## src/rtl/dtc_pkg.sv

```systemverilog
// dtc_pkg: shared types, constants and calendar helper functions for the
// date and time checker. No dependencies.
package dtc_pkg;

  // field widths
  localparam int unsigned YearW   = 12;
  localparam int unsigned MonthW  = 4;
  localparam int unsigned DayW    = 5;
  localparam int unsigned HourW   = 5;
  localparam int unsigned MinuteW = 6;
  localparam int unsigned SecondW = 6;
  localparam int unsigned WdayW   = 3;
  localparam int unsigned YoffW   = 7;
  localparam int unsigned SumW    = 8;

  // calendar limits
  localparam logic [YearW-1:0]   YearFirst = 12'd2000;
  localparam logic [YearW-1:0]   YearLast  = 12'd2099;
  localparam logic [MonthW-1:0]  MonthFeb  = 4'd2;
  localparam logic [MonthW-1:0]  MonthDec  = 4'd12;
  localparam logic [HourW-1:0]   HourLim   = 5'd24;
  localparam logic [MinuteW-1:0] MinuteLim = 6'd60;
  localparam logic [SecondW-1:0] SecondLim = 6'd60;
  localparam logic [YoffW-1:0]   YoffMax   = 7'd99;
  localparam logic [WdayW-1:0]   WdaySun   = 3'd7;

  // input transaction payload
  typedef struct packed {
    logic [YearW-1:0]   year;
    logic [MonthW-1:0]  month;
    logic [DayW-1:0]    day;
    logic [HourW-1:0]   hour;
    logic [MinuteW-1:0] minute;
    logic [SecondW-1:0] second;
  } dtc_in_t;

  // result transaction payload
  typedef struct packed {
    logic             date_ok;
    logic             time_ok;
    logic [WdayW-1:0] weekday;
    logic [YoffW-1:0] year_offset;
  } dtc_out_t;

  // last day of the month, february grows by one in a leap year
  function automatic logic [DayW-1:0] month_len(input logic [MonthW-1:0] month,
                                                input logic leap);
    logic [DayW-1:0] len;
    unique case (month)
      4'd2:                      len = leap ? 5'd29 : 5'd28;
      4'd4, 4'd6, 4'd9, 4'd11:   len = 5'd30;
      default:                   len = 5'd31;
    endcase
    return len;
  endfunction

  // month term (26*m - 2)/10 of the congruence, march counted as m = 1
  function automatic logic [DayW-1:0] month_term(input logic [MonthW-1:0] month);
    logic [DayW-1:0] t;
    unique case (month)
      4'd1:    t = 5'd28;
      4'd2:    t = 5'd31;
      4'd3:    t = 5'd2;
      4'd4:    t = 5'd5;
      4'd5:    t = 5'd7;
      4'd6:    t = 5'd10;
      4'd7:    t = 5'd12;
      4'd8:    t = 5'd15;
      4'd9:    t = 5'd18;
      4'd10:   t = 5'd20;
      4'd11:   t = 5'd23;
      4'd12:   t = 5'd25;
      default: t = 5'd0;
    endcase
    return t;
  endfunction

  // remainder by seven, folding octal digits since 8 is 1 modulo 7
  function automatic logic [WdayW-1:0] mod7(input logic [SumW-1:0] v);
    logic [4:0] f1;
    logic [3:0] f2;
    logic [3:0] f3;
    f1 = 5'(v[7:6]) + 5'(v[5:3]) + 5'(v[2:0]);
    f2 = 4'(f1[4:3]) + 4'(f1[2:0]);
    f3 = (f2 >= 4'd7) ? f2 - 4'd7 : f2;
    return f3[WdayW-1:0];
  endfunction

endpackage

```

## src/rtl/dtc_in_if.sv

```systemverilog
// dtc_in_if: valid/ready channel that carries one date and time transaction.
// Depends on dtc_pkg for the field widths.
interface dtc_in_if import dtc_pkg::*; ();
  logic               valid;
  logic               ready;
  logic [YearW-1:0]   year;
  logic [MonthW-1:0]  month;
  logic [DayW-1:0]    day;
  logic [HourW-1:0]   hour;
  logic [MinuteW-1:0] minute;
  logic [SecondW-1:0] second;

  modport source (output valid, year, month, day, hour, minute, second, input ready);
  modport sink   (input valid, year, month, day, hour, minute, second, output ready);
endinterface

```

## src/rtl/dtc_out_if.sv

```systemverilog
// dtc_out_if: valid/ready channel that carries one check result transaction.
// Depends on dtc_pkg for the field widths.
interface dtc_out_if import dtc_pkg::*; ();
  logic             valid;
  logic             ready;
  logic             date_ok;
  logic             time_ok;
  logic [WdayW-1:0] weekday;
  logic [YoffW-1:0] year_offset;

  modport source (output valid, date_ok, time_ok, weekday, year_offset, input ready);
  modport sink   (input valid, date_ok, time_ok, weekday, year_offset, output ready);
endinterface

```

## src/rtl/date_time_check_weekday.sv

```systemverilog
// date_time_check_weekday: top level of the date and time checker.
// Depends on dtc_pkg, dtc_in_if and dtc_out_if.
//
// Takes one date and time transaction per cycle while not stalled and returns
// one result transaction for each: date_ok (year 2000..2099, month 1..12, day
// within the month, leap february every fourth year), time_ok (hour < 24,
// minute < 60, second < 60), the weekday 1 = Monday .. 7 = Sunday and the year
// offset from 2000, the last two zero for an invalid date. Throughput is one
// transaction per cycle while the result is taken. The input register captures
// a transaction when it is accepted and the result register captures the check
// from the input register once the result register is free. The whole check
// sits between the two registers. The input side stalls only while both
// registers are full and the result is not taken.
module date_time_check_weekday import dtc_pkg::*; (
  input  logic       clk_i,
  input  logic       rst_ni,
  dtc_in_if.sink     in_i,
  dtc_out_if.source  out_o
);

  logic     in_vld_q, in_vld_d;
  dtc_in_t  in_q, in_d;
  logic     out_vld_q, out_vld_d;
  dtc_out_t out_q, out_d;
  logic     out_adv;
  logic     in_adv;

  // pipeline advance
  assign out_adv   = !out_vld_q || out_o.ready;
  assign in_adv    = !in_vld_q || out_adv;
  assign in_i.ready = in_adv;

  assign in_vld_d  = in_adv ? in_i.valid : in_vld_q;
  assign out_vld_d = out_adv ? in_vld_q : out_vld_q;

  // input register payload
  always_comb begin
    in_d = in_q;
    if (in_adv && in_i.valid) begin
      in_d.year   = in_i.year;
      in_d.month  = in_i.month;
      in_d.day    = in_i.day;
      in_d.hour   = in_i.hour;
      in_d.minute = in_i.minute;
      in_d.second = in_i.second;
    end
  end

  // date check and weekday
  logic             year_ok, month_ok, day_ok, date_ok, early;
  logic [YearW-1:0] year_diff;
  logic [YoffW-1:0] yoff, yy;
  logic             cent_term;
  logic [SumW-1:0]  sum;
  logic [WdayW-1:0] rem;
  dtc_out_t         res;

  always_comb begin
    year_ok   = (in_q.year >= YearFirst) && (in_q.year <= YearLast);
    month_ok  = (in_q.month != '0) && (in_q.month <= MonthDec);
    year_diff = in_q.year - YearFirst;
    yoff      = year_diff[YoffW-1:0];
    day_ok    = (in_q.day != '0) && (in_q.day <= month_len(in_q.month, yoff[1:0] == 2'b00));
    date_ok   = year_ok && month_ok && day_ok;
    // january and february count with the previous year
    early     = (in_q.month <= MonthFeb);
    cent_term = early && (yoff == '0);
    if (!early) begin
      yy = yoff;
    end else if (yoff == '0) begin
      yy = YoffMax;
    end else begin
      yy = yoff - 7'd1;
    end
    // century terms are 0 mod 7 for 20xx and 1 mod 7 for 1999
    sum = SumW'(in_q.day) + SumW'(month_term(in_q.month)) + SumW'(yy)
        + SumW'(yy[YoffW-1:2]) + SumW'(cent_term);
    rem = mod7(sum);

    res.date_ok     = date_ok;
    res.time_ok     = (in_q.hour < HourLim) && (in_q.minute < MinuteLim)
                   && (in_q.second < SecondLim);
    res.weekday     = date_ok ? ((rem == '0) ? WdaySun : rem) : '0;
    res.year_offset = date_ok ? yoff : '0;
  end

  assign out_d = (out_adv && in_vld_q) ? res : out_q;

  // control registers
  always_ff @(posedge clk_i or negedge rst_ni) begin
    if (!rst_ni) begin
      in_vld_q  <= 1'b0;
      out_vld_q <= 1'b0;
    end else begin
      in_vld_q  <= in_vld_d;
      out_vld_q <= out_vld_d;
    end
  end

  // payload registers
  always_ff @(posedge clk_i) begin
    in_q  <= in_d;
    out_q <= out_d;
  end

  assign out_o.valid       = out_vld_q;
  assign out_o.date_ok     = out_q.date_ok;
  assign out_o.time_ok     = out_q.time_ok;
  assign out_o.weekday     = out_q.weekday;
  assign out_o.year_offset = out_q.year_offset;

endmodule

```

## src/flat_wrapper.sv

```systemverilog
// flat-port wrapper written by rule: the top's interface ports become plain ports
module date_time_check_weekday_flat import dtc_pkg::*;
  (clk_i, rst_ni, in_i_valid, in_i_year, in_i_month, in_i_day, in_i_hour, in_i_minute, in_i_second, in_i_ready, out_o_valid, out_o_date_ok, out_o_time_ok, out_o_weekday, out_o_year_offset, out_o_ready);
  dtc_in_if in_i_i ();
  dtc_out_if out_o_i ();
  input  logic clk_i;
  input  logic rst_ni;
  input wire logic [$bits(in_i_i.valid)-1:0] in_i_valid;
  input wire logic [$bits(in_i_i.year)-1:0] in_i_year;
  input wire logic [$bits(in_i_i.month)-1:0] in_i_month;
  input wire logic [$bits(in_i_i.day)-1:0] in_i_day;
  input wire logic [$bits(in_i_i.hour)-1:0] in_i_hour;
  input wire logic [$bits(in_i_i.minute)-1:0] in_i_minute;
  input wire logic [$bits(in_i_i.second)-1:0] in_i_second;
  output wire logic [$bits(in_i_i.ready)-1:0] in_i_ready;
  output wire logic [$bits(out_o_i.valid)-1:0] out_o_valid;
  output wire logic [$bits(out_o_i.date_ok)-1:0] out_o_date_ok;
  output wire logic [$bits(out_o_i.time_ok)-1:0] out_o_time_ok;
  output wire logic [$bits(out_o_i.weekday)-1:0] out_o_weekday;
  output wire logic [$bits(out_o_i.year_offset)-1:0] out_o_year_offset;
  input wire logic [$bits(out_o_i.ready)-1:0] out_o_ready;
  assign in_i_i.valid = in_i_valid;
  assign in_i_i.year = in_i_year;
  assign in_i_i.month = in_i_month;
  assign in_i_i.day = in_i_day;
  assign in_i_i.hour = in_i_hour;
  assign in_i_i.minute = in_i_minute;
  assign in_i_i.second = in_i_second;
  assign in_i_ready = in_i_i.ready;
  assign out_o_valid = out_o_i.valid;
  assign out_o_date_ok = out_o_i.date_ok;
  assign out_o_time_ok = out_o_i.time_ok;
  assign out_o_weekday = out_o_i.weekday;
  assign out_o_year_offset = out_o_i.year_offset;
  assign out_o_i.ready = out_o_ready;
  date_time_check_weekday u_core (.clk_i(clk_i), .rst_ni(rst_ni), .in_i(in_i_i), .out_o(out_o_i));
endmodule
```

## config.mk

```make
export PLATFORM = sky130hd
export DESIGN_NAME = date_time_check_weekday_flat
export DESIGN_NICKNAME = d
export VERILOG_FILES = /design/src/rtl/dtc_pkg.sv /design/src/rtl/dtc_in_if.sv /design/src/rtl/dtc_out_if.sv /design/src/rtl/date_time_check_weekday.sv /design/src/flat_wrapper.sv
export SDC_FILE = /design/constraint.sdc
export NUM_CORES = 1
export LEC_CHECK = 0
export ABC_CLOCK_PERIOD_IN_PS = 11900
export BUFFER_PORTS_ARGS = -buffer_cell sky130_fd_sc_hd__buf_2
export CAP_MARGIN = 0
export CORE_UTILIZATION = 50
export CTS_CLUSTER_SIZE = 16
export DETAILED_ROUTE_END_ITERATION = 10
export PLACE_DENSITY = 0.78
export SYNTH_ARGS = -nofsm -noshare
export SYNTH_HDL_FRONTEND = slang
export SYNTH_SLANG_ARGS = --single-unit
```

## constraint.sdc

```tcl
create_clock -name clk_i -period 11.9 [get_ports clk_i]
set_input_delay 1.19 -clock clk_i [delete_from_list [all_inputs] [get_ports clk_i]]
set_output_delay 1.19 -clock clk_i [all_outputs]
set_load 0.05 [all_outputs]
```

==> impl_metrics.csv <==
group,metric,value,unit
clocking,cts_tree,"built",
finish,nets,422,
setup_path,critPathSlowestCell,"or4b_2",
placement,portBuffers,48,
min_path,hold_depth,1,
min_path,min_to,"u_core.out_o.valid",
placement,place_congestion,0.817,
min_path,hp-class,"register to register",
yosys,ys_types,51,
floorplan,rows,29,
routing,drt-vias-per-instance,5.42,
routing,drtAntennaViolNets,0,
yosys,synth_warnings,0,
yosys,synth_fp_nets,371,
yosys,synth-edff-count,43,
sta,clock-skew-final,0.0107,ns
yosys,avgSynthCellArea,11.4,um2
status,status,"finished, final reports clean",
setup_path,cp_top_family,"adder cells",
routing,routedWlPerCell,13.2,um
setup_path,crit_path_max_incr_delay,0.64,ns
setup_path,reg2reg_from,"u_core.in_q[22]",
yosys,syn_area,3270,um2
setup_path,criticalPathCategory,"register to register",
yosys,synth_top_area_share,39.5,%
floorplan,dieHeight,82.9,um
sta,grt_setup_unrepaired,"no",
clocking,cts_made_buffers,5,
finish,syn_to_final_growth,12.5,%
floorplan,core,6350,um2
min_path,hold_start,"u_core.in_vld_q",
sta,fin_crit_sh,65.1,%
global_routing,grt_pass1_vias,2276,
yosys,synth_area_leaders,"edfxtp_1 (39%), ha_1 (13%), fa_1 (6.1%), inv_1 (3.2%), dfxtp_1 (3.1%)",
yosys,yosysTopAreaCell,"edfxtp_1",
floorplan,die_w,82.9,um
yosys,synth-seq-area-share,44.1,%
clocking,clkSlewWorstSetupHoldPaths,0.10,ns
yosys,syn_inst,286,
global_routing,antenna_found_initial,0,
finish,drive_gt1_share,21.6,%
yosys,async_flop_share,4.00,%
routing,drc,0,
setup_path,crit_buf_inv,4,
sta,finalCriticalPeriod,7.75,ns
floorplan,die-area,6870,um2
clocking,clock_latency,0.31,ns
routing,first_pass_iters,4,
clocking,cts_sinks,50,
clocking,cts.htree.levels,2,
clocking,cts_root_buf,"clkbuf_8",
global_routing,grt.overflow.total,0,
routing,drt_iter0_markers,113,
setup_path,worstPathRequired,12.06,ns
yosys,synth_seq_cells,50,
setup_path,worst-r2r-setup-slack,4.15,ns
floorplan,io_pins,56,
global_routing,grt_use_total,17.1,%
setup_path,r2r_end,"u_core.out_o.weekday[1]",
setup_path,end_kind,"register",
sta,hold_viol,0,
setup_path,startpoint_type,"register",
routing,drt-total-wl,5.48,mm
clocking,hold_buffers,0,
sta,maxSlewViolCount,0,
sta,fmax,129,MHz
setup_path,cpMostUsedCell,"ha_1",
flow_run,maxCapViolCount,0,
sta,tightest_slew,1.10,ns
sta,relSlewSlack,26.3,%
placement,place_hpwl,4.39,mm
setup_path,worst-path-max-fanout,10,
clocking,post_cts_buffers,0,
yosys,synth_flop_cell,"edfxtp_1",
setup_path,worstRegToRegCells,29,
routing,vias,2249,
floorplan,start_util,51.5,%
clocking,cts_resized,0,
global_routing,grt_first_pass_wirelength,9.45,mm
finish,diodes,0,
sta,setup_tns,0,ns
clocking,clockBufferDepth,2,
sta,setup_viol,0,
setup_path,cp_data_arrival_time,7.91,ns
global_routing,grt_max_degree,32,
-- sequential cells by signal (all words and copies together) (netlist names), named ones only --
register / cells
u_core.out_o.valid: 1
u_core.in_vld_q: 1
u_core.out_o.date_ok: 1
u_core.out_o.weekday: 3
u_core.out_o.year_offset: 7
u_core.in_q: 31
u_core.out_o.time_ok: 1
-- Yosys cell counts, drive strengths merged (2+ instances only) --
| cell type | n |
|---|---|
| nor2b | 4 |
| mux2i | 6 |
| and3 | 4 |
| mux4 | 2 |
| mux2 | 5 |
| nand3b | 3 |
| nor2 | 13 |
| xnor2 | 8 |
| o21ai | 14 |
| dfxtp | 5 |
| nand2b | 7 |
| a21oi | 14 |
| clkbuf | 3 |
| dfrtp | 2 |
| o22ai | 4 |
| ha | 33 |
| o211ai | 2 |
| nand2 | 19 |
| nand3 | 7 |
| xor2 | 9 |
| a41oi | 2 |
| nand4 | 2 |
| edfxtp | 43 |
| and2 | 3 |
| a21o | 7 |
| nor3 | 3 |
| inv | 28 |
| a21boi | 2 |
| or2 | 3 |
| a211oi | 3 |
| fa | 10 |
-- routing by layer --
layer  GRT usage, %  vias to the layer above  wire, um
met5              0                        -         0
met3           5.07                       12       273
li1               -                     1135         -
met2           30.9                       58      2820
met4           7.52                        0       142
met1           18.2                     1044      2240
-- metrics by stage --
stage               instance area [um2]  std cells  hold slack [ns]  worst slack, ns  util, %
detailed placement                 3580        407            0.476             4.18     56.5
finish                             3680        415            0.510             4.15     58.0
global route                       3680        415            0.533             3.67     58.0
CTS                                3680        415            0.515             4.17     58.0
floorplan                          3270        286            0.449             4.77        -
global placement                   3580        407            0.475             4.38     56.5
-- cells in the final DEF (no fill, tap or decap), types with 5 or more instances in the layout --
cell type	Yosys	final
a21o_1	7	7
a21oi_1	14	14
buf_2	0	48
clkbuf_8	0	5
dfxtp_1	5	5
edfxtp_1	43	43
fa_1	10	10
ha_1	33	33
inv_1	28	28
mux2_2	5	5
mux2i_1	5	5
nand2_1	19	19
nand2b_1	7	7
nand3_1	7	7
nor2_1	13	13
o21ai_0	14	14
xnor2_1	7	7
xor2_1	9	9
-- cell type report --
cell class | count | area, um2
inverters | 29 | 110
clock inverters | 3 | 26.3
flip-flops and latches | 50 | 1440
clock buffers | 5 | 68.8
repair buffers | 48 | 240
multi-input cells | 203 | 1700
well taps | 77 | 96.3
fillers | 521 | 2670
-- cell families (layout without fill, tap and decap cells) --
kind of cell    count (synthesis)  in the layout  synth area share (%)
compound gates                 56             56                  11.2
xor+xnor                       17             17                  4.78
fa+ha+maj                      43             43                  18.7
buf+inv                        33             85                  4.05
flops                          50             50                  44.1
mux                            13             13                  5.05
simple gates                   74             74                  12.1
-- worst max path at each step --
stage,startpoint,to,slack [ns],cells past startpoint
after global routing,u_core.in_q[22],u_core.out_o.weekday[1],3.67,29
after CTS,u_core.in_q[22],u_core.out_o.weekday[1],4.17,29
after floorplan,u_core.in_q[22],u_core.out_o.weekday[1],4.77,30
after global placement,u_core.in_q[22],u_core.out_o.weekday[1],4.38,29
final,u_core.in_q[22],u_core.out_o.weekday[1],4.15,29
after detailed placement,u_core.in_q[22],u_core.out_o.weekday[1],4.18,29
Power is not shown: default switching activity piles up to over one toggle a cycle in this logic, so the estimate is an artifact.
